<file path="src/rtl/itse_pkg.sv">
// Shared types, constants and tables for the timestamp to epoch converter.
package itse_pkg;

    localparam int YEAR_W   = 14;
    localparam int EPOCH_W  = 38;
    localparam int POS_W    = 5;
    localparam int ACC_W    = 7;

    localparam logic [POS_W-1:0]  FIELD_LEN     = POS_W'(19);
    localparam logic [YEAR_W-1:0] MIN_YEAR_RST  = YEAR_W'(2024);
    localparam int                QUEUE_DEPTH_DEF = 2;

    localparam logic [7:0] CH_DASH  = 8'h2D;
    localparam logic [7:0] CH_COLON = 8'h3A;
    localparam logic [7:0] CH_T     = 8'h54;
    localparam logic [7:0] CH_SPACE = 8'h20;
    localparam logic [7:0] CH_ZERO  = 8'h30;
    localparam logic [7:0] CH_NINE  = 8'h39;

    // Parsed fields of one string, handed from the parser to the converter
    typedef struct packed {
        logic              ok;
        logic [YEAR_W-1:0] year;
        logic [3:0]        month;
        logic [4:0]        day;
        logic [4:0]        hour;
        logic [5:0]        minute;
        logic [5:0]        second;
    } itse_rec_t;

    // Days from the first of March to the first of the given month
    function automatic logic [8:0] itse_month_offset(input logic [3:0] month);
        logic [8:0] off;
        case (month)
            4'd3:    off = 9'd0;
            4'd4:    off = 9'd31;
            4'd5:    off = 9'd61;
            4'd6:    off = 9'd92;
            4'd7:    off = 9'd122;
            4'd8:    off = 9'd153;
            4'd9:    off = 9'd184;
            4'd10:   off = 9'd214;
            4'd11:   off = 9'd245;
            4'd12:   off = 9'd275;
            4'd1:    off = 9'd306;
            4'd2:    off = 9'd337;
            default: off = 9'd0;
        endcase
        return off;
    endfunction

endpackage

</file>
<file path="src/rtl/iso_timestamp_to_epoch_top.sv">
// ISO timestamp string to Unix epoch seconds: parser, request queue, converter.
// Throughput: one character per cycle unless full; one result per cycle for short strings.
// A parsed request reaches the output through the queue and the converter stage registers.
// The parser stalls only when the request queue is full; the converter stalls without pop.
// Reset clears parse state, the queue and all stage valid bits; min_year returns to 2024.
// No clearing pass: the block accepts input from the first cycle after reset.
module iso_timestamp_to_epoch_top #(
    parameter int QUEUE_DEPTH = itse_pkg::QUEUE_DEPTH_DEF
) (
    input  logic                         clk,
    input  logic                         rst_n,
    input  logic                         push,
    output logic                         full,
    input  logic [7:0]                   char_code,
    input  logic                         last_char,
    input  logic                         cfg_valid,
    output logic                         cfg_ready,
    input  logic [itse_pkg::YEAR_W-1:0]  cfg_data,
    output logic                         empty,
    input  logic                         pop,
    output logic                         valid_res,
    output logic [itse_pkg::EPOCH_W-1:0] epoch_seconds
);
    import itse_pkg::*;

    itse_rec_t front_rec, queue_rec;
    logic      accept, rec_push, q_full, q_empty, rec_take;

    assign cfg_ready = 1'b1;
    assign full      = q_full;
    assign accept    = push && !q_full;

    itse_front u_front (
        .clk       (clk),
        .rst_n     (rst_n),
        .cfg_valid (cfg_valid),
        .cfg_data  (cfg_data),
        .accept    (accept),
        .char_code (char_code),
        .last_char (last_char),
        .rec_push  (rec_push),
        .rec       (front_rec)
    );

    itse_queue #(
        .DEPTH (QUEUE_DEPTH)
    ) u_queue (
        .clk     (clk),
        .rst_n   (rst_n),
        .wr_en   (rec_push),
        .wr_data (front_rec),
        .full    (q_full),
        .rd_en   (rec_take),
        .rd_data (queue_rec),
        .empty   (q_empty)
    );

    itse_back u_back (
        .clk           (clk),
        .rst_n         (rst_n),
        .rec_valid     (!q_empty),
        .rec           (queue_rec),
        .rec_take      (rec_take),
        .empty         (empty),
        .pop           (pop),
        .valid_res     (valid_res),
        .epoch_seconds (epoch_seconds)
    );

endmodule

</file>
<file path="src/rtl/itse_front.sv">
// Character parser: layout check, field accumulation and range checks.
module itse_front (
    input  logic                       clk,
    input  logic                       rst_n,
    input  logic                       cfg_valid,
    input  logic [itse_pkg::YEAR_W-1:0] cfg_data,
    input  logic                       accept,
    input  logic [7:0]                 char_code,
    input  logic                       last_char,
    output logic                       rec_push,
    output itse_pkg::itse_rec_t        rec
);
    import itse_pkg::*;

    logic [YEAR_W-1:0] min_year_reg;
    logic [POS_W-1:0]  pos_reg, pos_next;
    logic              err_reg, err_next;
    logic [YEAR_W-1:0] year_reg, year_next;
    logic [ACC_W-1:0]  mon_reg, mon_next;
    logic [ACC_W-1:0]  day_reg, day_next;
    logic [ACC_W-1:0]  hour_reg, hour_next;
    logic [ACC_W-1:0]  min_reg, min_next;
    logic [ACC_W-1:0]  sec_reg, sec_next;

    logic       is_digit;
    logic [3:0] digit;
    logic       ok;

    assign is_digit = (char_code >= CH_ZERO) && (char_code <= CH_NINE);
    assign digit    = is_digit ? 4'(char_code - CH_ZERO) : 4'd0;

    // Classify the character by its position and fold digits in
    always_comb
    begin
        pos_next  = pos_reg;
        err_next  = err_reg;
        year_next = year_reg;
        mon_next  = mon_reg;
        day_next  = day_reg;
        hour_next = hour_reg;
        min_next  = min_reg;
        sec_next  = sec_reg;
        if (pos_reg < FIELD_LEN)
        begin
            pos_next = pos_reg + POS_W'(1);
            case (pos_reg) inside
                5'd4, 5'd7:
                    if (char_code != CH_DASH) err_next = 1'b1;
                5'd13, 5'd16:
                    if (char_code != CH_COLON) err_next = 1'b1;
                5'd10:
                    if (char_code != CH_T && char_code != CH_SPACE) err_next = 1'b1;
                default:
                begin
                    if (!is_digit)
                        err_next = 1'b1;
                    else if (pos_reg < 5'd4)
                        year_next = YEAR_W'(year_reg * YEAR_W'(10) + YEAR_W'(digit));
                    else if (pos_reg < 5'd7)
                        mon_next = ACC_W'(mon_reg * ACC_W'(10) + ACC_W'(digit));
                    else if (pos_reg < 5'd10)
                        day_next = ACC_W'(day_reg * ACC_W'(10) + ACC_W'(digit));
                    else if (pos_reg < 5'd13)
                        hour_next = ACC_W'(hour_reg * ACC_W'(10) + ACC_W'(digit));
                    else if (pos_reg < 5'd16)
                        min_next = ACC_W'(min_reg * ACC_W'(10) + ACC_W'(digit));
                    else
                        sec_next = ACC_W'(sec_reg * ACC_W'(10) + ACC_W'(digit));
                end
            endcase
        end
    end

    // Check length, layout and field ranges on the final character
    always_comb
    begin
        ok = (pos_next >= FIELD_LEN) && !err_next;
        ok = ok && (year_next >= min_year_reg);
        ok = ok && (mon_next >= ACC_W'(1)) && (mon_next <= ACC_W'(12));
        ok = ok && (day_next >= ACC_W'(1)) && (day_next <= ACC_W'(31));
        ok = ok && (hour_next <= ACC_W'(23)) && (min_next <= ACC_W'(59));
        ok = ok && (sec_next <= ACC_W'(60));
    end

    assign rec_push   = accept && last_char;
    assign rec.ok     = ok;
    assign rec.year   = year_next;
    assign rec.month  = mon_next[3:0];
    assign rec.day    = day_next[4:0];
    assign rec.hour   = hour_next[4:0];
    assign rec.minute = min_next[5:0];
    assign rec.second = sec_next[5:0];

    // Hold the lowest accepted year
    always_ff @(posedge clk or negedge rst_n)
    begin
        if (!rst_n)
            min_year_reg <= MIN_YEAR_RST;
        else if (cfg_valid)
            min_year_reg <= cfg_data;
    end

    // Advance parse state, drop it after the final character
    always_ff @(posedge clk or negedge rst_n)
    begin
        if (!rst_n)
        begin
            pos_reg  <= '0;
            err_reg  <= 1'b0;
            year_reg <= '0;
            mon_reg  <= '0;
            day_reg  <= '0;
            hour_reg <= '0;
            min_reg  <= '0;
            sec_reg  <= '0;
        end
        else if (accept)
        begin
            if (last_char)
            begin
                pos_reg  <= '0;
                err_reg  <= 1'b0;
                year_reg <= '0;
                mon_reg  <= '0;
                day_reg  <= '0;
                hour_reg <= '0;
                min_reg  <= '0;
                sec_reg  <= '0;
            end
            else
            begin
                pos_reg  <= pos_next;
                err_reg  <= err_next;
                year_reg <= year_next;
                mon_reg  <= mon_next;
                day_reg  <= day_next;
                hour_reg <= hour_next;
                min_reg  <= min_next;
                sec_reg  <= sec_next;
            end
        end
    end

endmodule

</file>
<file path="src/rtl/itse_queue.sv">
// Short queue of parsed requests between the parser and the converter.
module itse_queue #(
    parameter int DEPTH = itse_pkg::QUEUE_DEPTH_DEF
) (
    input  logic                clk,
    input  logic                rst_n,
    input  logic                wr_en,
    input  itse_pkg::itse_rec_t wr_data,
    output logic                full,
    input  logic                rd_en,
    output itse_pkg::itse_rec_t rd_data,
    output logic                empty
);
    import itse_pkg::*;

    localparam int PTR_W = (DEPTH > 1) ? $clog2(DEPTH) : 1;
    localparam int CNT_W = $clog2(DEPTH + 1);

    itse_rec_t         slot_reg [DEPTH];
    logic [PTR_W-1:0]  wr_ptr_reg, rd_ptr_reg;
    logic [CNT_W-1:0]  cnt_reg;
    logic              do_wr, do_rd;

    assign full    = (cnt_reg == CNT_W'(DEPTH));
    assign empty   = (cnt_reg == '0);
    assign do_wr   = wr_en && !full;
    assign do_rd   = rd_en && !empty;
    assign rd_data = slot_reg[rd_ptr_reg];

    // Store a request
    always_ff @(posedge clk)
    begin
        if (do_wr)
            slot_reg[wr_ptr_reg] <= wr_data;
    end

    // Advance pointers and occupancy
    always_ff @(posedge clk or negedge rst_n)
    begin
        if (!rst_n)
        begin
            wr_ptr_reg <= '0;
            rd_ptr_reg <= '0;
            cnt_reg    <= '0;
        end
        else
        begin
            if (do_wr)
                wr_ptr_reg <= (wr_ptr_reg == PTR_W'(DEPTH - 1)) ? '0 : wr_ptr_reg + PTR_W'(1);
            if (do_rd)
                rd_ptr_reg <= (rd_ptr_reg == PTR_W'(DEPTH - 1)) ? '0 : rd_ptr_reg + PTR_W'(1);
            if (do_wr && !do_rd)
                cnt_reg <= cnt_reg + CNT_W'(1);
            else if (do_rd && !do_wr)
                cnt_reg <= cnt_reg - CNT_W'(1);
        end
    end

endmodule

</file>
<file path="src/rtl/itse_back.sv">
// Three-stage days-from-civil converter with the result register at its end.
module itse_back (
    input  logic                          clk,
    input  logic                          rst_n,
    input  logic                          rec_valid,
    input  itse_pkg::itse_rec_t           rec,
    output logic                          rec_take,
    output logic                          empty,
    input  logic                          pop,
    output logic                          valid_res,
    output logic [itse_pkg::EPOCH_W-1:0]  epoch_seconds
);
    import itse_pkg::*;

    // Stage one: products and table look-up
    logic         s1_v_reg, s1_ok_reg;
    logic [11:0]  s1_z_reg;
    logic [23:0]  s1_prod_reg;
    logic [22:0]  s1_y365_reg;
    logic [8:0]   s1_doy_reg;
    logic [16:0]  s1_tod_reg;
    // Stage two: day count
    logic               s2_v_reg, s2_ok_reg;
    logic signed [23:0] s2_days_reg;
    logic [16:0]        s2_tod_reg;
    // Stage three: result register
    logic               s3_v_reg;
    logic               res_ok_reg;
    logic [EPOCH_W-1:0] res_epoch_reg;

    logic rdy1, rdy2, rdy3;

    logic              mon_le2;
    logic [YEAR_W-1:0] y_w;
    logic [11:0]       z_w;
    logic              ok1_w;
    logic [7:0]        q_w;
    logic [22:0]       sum_w;
    logic signed [23:0] days_w;
    logic signed [41:0] epoch_w;
    logic              ok3_w;

    assign rdy3     = !s3_v_reg || pop;
    assign rdy2     = !s2_v_reg || rdy3;
    assign rdy1     = !s1_v_reg || rdy2;
    assign rec_take = rec_valid && rdy1;

    // Shift the year to a March start; year zero before March lies before 1970
    assign mon_le2 = (rec.month <= 4'd2);
    assign y_w     = rec.year - YEAR_W'(mon_le2);
    assign z_w     = y_w[YEAR_W-1:2];
    assign ok1_w   = rec.ok && !(mon_le2 && rec.year == '0);

    // Year/100 from (year/4)/25 by reciprocal multiply
    assign q_w   = s1_prod_reg[23:16];
    assign sum_w = s1_y365_reg + 23'(s1_z_reg) + 23'(q_w[7:2]) + 23'(s1_doy_reg);
    assign days_w = $signed({1'b0, sum_w}) - $signed({16'b0, q_w}) - 24'sd719468;

    assign epoch_w = 42'(s2_days_reg) * 42'sd86400 + $signed({25'b0, s2_tod_reg});
    assign ok3_w   = s2_ok_reg && !epoch_w[41];

    always_ff @(posedge clk)
    begin
        if (rdy1)
        begin
            s1_ok_reg   <= ok1_w;
            s1_z_reg    <= z_w;
            s1_prod_reg <= 24'(z_w) * 24'd2622;
            s1_y365_reg <= 23'(y_w) * 23'd365;
            s1_doy_reg  <= 9'(itse_month_offset(rec.month) + 9'(rec.day) - 9'd1);
            s1_tod_reg  <= 17'(rec.hour) * 17'd3600 + 17'(rec.minute) * 17'd60
                           + 17'(rec.second);
        end
        if (rdy2)
        begin
            s2_ok_reg   <= s1_ok_reg;
            s2_days_reg <= days_w;
            s2_tod_reg  <= s1_tod_reg;
        end
        if (rdy3)
        begin
            res_ok_reg    <= ok3_w;
            res_epoch_reg <= ok3_w ? epoch_w[EPOCH_W-1:0] : '0;
        end
    end

    // Advance stage valid bits
    always_ff @(posedge clk or negedge rst_n)
    begin
        if (!rst_n)
        begin
            s1_v_reg <= 1'b0;
            s2_v_reg <= 1'b0;
            s3_v_reg <= 1'b0;
        end
        else
        begin
            if (rdy1) s1_v_reg <= rec_valid;
            if (rdy2) s2_v_reg <= s1_v_reg;
            if (rdy3) s3_v_reg <= s2_v_reg;
        end
    end

    assign empty         = !s3_v_reg;
    assign valid_res     = res_ok_reg;
    assign epoch_seconds = res_epoch_reg;

endmodule

</file>
<file path="config.mk">
export PLATFORM = sky130hd
export DESIGN_NAME = iso_timestamp_to_epoch_top
export DESIGN_NICKNAME = d
export VERILOG_FILES = /design/src/rtl/itse_pkg.sv /design/src/rtl/iso_timestamp_to_epoch_top.sv /design/src/rtl/itse_front.sv /design/src/rtl/itse_queue.sv /design/src/rtl/itse_back.sv
export SDC_FILE = /design/constraint.sdc
export NUM_CORES = 1
export LEC_CHECK = 0
export BUFFER_PORTS_ARGS = -buffer_cell sky130_fd_sc_hd__buf_2
export CAP_MARGIN = 20
export CORE_ASPECT_RATIO = 0.8
export CORE_MARGIN = 2
export CORE_UTILIZATION = 70
export CTS_CLUSTER_DIAMETER = 120
export CTS_CLUSTER_SIZE = 28
export DETAILED_ROUTE_END_ITERATION = 8
export PLACE_DENSITY = 0.88
export SYNTH_ARGS = -nofsm -noshare
export SYNTH_HDL_FRONTEND = slang
export SYNTH_SLANG_ARGS = --single-unit
</file>
<file path="constraint.sdc">
create_clock -name clk -period 15.7 [get_ports clk]
set_clock_uncertainty 0.15 [all_clocks]
set_input_delay 0.785 -clock clk [delete_from_list [all_inputs] [get_ports clk]]
set_output_delay 0.785 -clock clk [all_outputs]
set_load 0.1 [all_outputs]
</file>
==> summary.md <==
| Metric | Value |
|---|---|
| Synth warnings | `0` |
| Worst setup margin | `6120 ps` |
| Core area | `40500 um2` |
| First-pass GRT wire length | `about 100000 um` |
| Total grt overflow | `0` |
| CTS tree | `yes` |
| Vias in the first global route | `21121` |
| Post-CTS resize count | `0` |
| Avg WL per Cell | `between 15 and 20 um` |
| Slowest CP cell | `dfrtp_2` |
| Synth Net Count | `3388` |
| Finished Layout Cells | `between 3000 and 4000` |
| CTS sink cnt | `309` |
| Cells after Synth | `~2700` |
| Initial detailed-routing violation count | `1354` |
| Slew HR | `0.227` |
| Port Buffers | `68` |
| Worst setup EP type | `register` |
| Max stage delay on crit path | `840 ps` |
| Layout cells sized above 1 | `0.0675` |
| Setup violators final | `0` |
| Most frequent cells in the layout | `inv_1, ha_1, edfxtp_1` |
| Post-synth EDFFs | `about 230` |
| Top cells by area, synth | `edfxtp_1, ha_1, fa_1, dfrtp_1, inv_1` |
| Longest Clk Path Bufs | `3` |
| Final Max Slew Viols | `0` |
| Clock root cell | `clkbuf_16` |
| Via-per-instance ratio | `roughly 6.0` |
| Synth top area share | `0.245` |
| # diodes | `0` |
| Post-CTS setup buffer count | `0` |
| Post-layout util | `0.742` |
| Nets | `3436` |
| Worst EP required | `between 15000 and 20000 ps` |
| Most common cell after layout, fill and taps aside | `inv_1` |
| Min cycle time layout | `9580 ps` |
| # placed instances | `~3300` |
| Primary FF master, synth | `edfxtp_1` |
| H-tree Lvls | `1` |
| Post-route setup TNS | `0 ps` |
| Max_cap viols | `0` |
| RSZ-0062 raised after global routing | `no` |
| Initial antenna violation count | `0` |
| CP dominant cell by count | `ha_1` |
| Crit Path Category | `reg -> reg` |
| Synth area leader | `edfxtp_1` |
| # rows | `between 60 and 70` |
| Largest net degree at the start of global routing | `76` |
| Clock transition at path regs | `120 ps` |
| Syn avg cell area | `10.5 um2` |
| Final Routed Wirelength | `59300 um` |
| Maximum fanout along the worst path | `29` |
| Yosys cell types | `just over 90` |
| GP Congestion | `0.928` |
| Dpl ws | `6270 ps` |
| Final Hold Vio Count | `0` |
| DR DRC count | `0` |
| Initial Util | `0.707` |
| Post-DP HPWL | `47600 um` |
| Cts hold-fix bufs | `0` |
| Routed Antenna Nets | `0` |
| Crit share post-route | `0.610` |
| Largest register FFs | `82` |
| Detailed Routing Iterations Pass 1 | `6` |
| Die Ht | `between 150 and 200 um` |
| FMAX | `0.104 GHz` |
| Worst hold path type | `in -> async` |
| Mapped Area | `28600 um2` |
| Startpoint types | `register` |
| Flops & latches, synth | `309` |
| CP Data Arrival Time | `between 9000 and 10000 ps` |
| Sequential fraction of the synthesis area | `0.311` |
| Syn-to-layout area delta | `4.95%` |
| Worst-Margin Slew | `roughly 1100 ps` |
| Async S/R FF share, synth | `0.246` |
| Vias | `20003` |
| Status | `finished, final reports clean` |
| Ports | `70` |
| Die area | `42500 um2` |
| TritonCTS Buffers | `15` |
| All-Layer GR Usage | `0.286` |
| Chip Width | `230 um` |
| Clk_lat worst skew | `~540 ps` |
-- layout make-up --
type                    count  area (um2)
inverters                 455        1710
multi-input cells        1915       17800
flip-flops and latches    309        8910
clock buffers              22         402
clock inverters             3        41.3
repair buffers             82         488
well taps                 544         681
fillers                  2643       10400
-- cells in the mapped netlist (7+ instances only) --
| master | count |
|---|---|
| inv_1 | 454 |
| nor2_1 | 158 |
| nand3_1 | 42 |
| o21bai_1 | 20 |
| ha_1 | 439 |
| nand4_1 | 13 |
| xor2_1 | 57 |
| xnor2_1 | 147 |
| mux2i_1 | 44 |
| dfrtp_1 | 69 |
| nor3_1 | 40 |
| o211ai_1 | 11 |
| a311oi_1 | 9 |
| a22o_1 | 31 |
| o21ai_0 | 108 |
| edfxtp_1 | 233 |
| and2_1 | 11 |
| a21oi_1 | 127 |
| buf_2 | 11 |
| fa_1 | 191 |
| or2_2 | 10 |
| nor4_1 | 13 |
| dfstp_2 | 7 |
| a211oi_1 | 18 |
| a31oi_1 | 10 |
| mux2_2 | 41 |
| nor2b_1 | 17 |
| nor3b_1 | 12 |
| a21o_1 | 42 |
| nand2b_1 | 23 |
| o21a_1 | 27 |
| and3_1 | 17 |
| nand2_1 | 113 |
| clkbuf_1 | 32 |
-- stage by stage --
stage          area, um2  hold WS, ps
4_1_cts            30000         12.0
5_1_grt            30000        0.254
6_report           30000        0.299
2_1_floorplan      28600          250
3_3_place_gp       29500          253
3_5_place_dp       29600          256
-- worst max-delay path: cells and delay by family, from the launching register on --
kind                     cells  cell delay (ps)
XOR/XNOR                     1               80
AO/OA/AOI/OAI                5             1510
buffers and inverters        4              460
multiplexers                 3             1290
AND/OR/NAND/NOR              9             1960
flip-flops                   1              840
adder cells (fa/ha/maj)      8             2990
-- routing by layer --
layer,wire length (um),vias to the layer above,global-route usage
met5,0,-,0
met4,1700,0,0.0888
met3,2610,140,0.0300
met2,30100,561,0.527
met1,24900,9816,0.356
li1,-,9486,-
-- path summary, 6_finish.rpt --
check	start	endpoint	slack (ps)	depth (start not counted)
setup / recovery	u_queue.rd_ptr_reg$_DFFE_PN0P_	u_back.s1_prod_reg[23]$_DFFE_PN_	6120	30
hold reg to reg	u_back.s1_tod_reg[15]$_DFFE_PN_	u_back.s2_tod_reg[15]$_DFFE_PP_	270	0
max in group asynchronous	rst_n	u_back.s3_v_reg$_DFFE_PN0P_	14770	3
setup reg to reg	u_queue.rd_ptr_reg$_DFFE_PN0P_	u_back.s1_prod_reg[23]$_DFFE_PN_	6120	30
min in group clk	u_back.s1_tod_reg[15]$_DFFE_PN_	u_back.s2_tod_reg[15]$_DFFE_PP_	270	0
hold / removal	rst_n	u_front.year_reg[9]$_DFFE_PN0P_	0.3	2
-- cell families after synthesis --
logic type,count (synthesis),synth area share
flip-flops,309,0.311
AO/OA/AOI/OAI,477,0.110
XOR/XNOR,204,0.0625
AND/OR/NAND/NOR,512,0.0893
buffers and inverters,506,0.0678
adder cells (fa/ha/maj),636,0.328
multiplexers,85,0.0315
other,1,0.000131
Power is not shown: default switching activity piles up to over one toggle a cycle in this logic, so the estimate is an artifact.
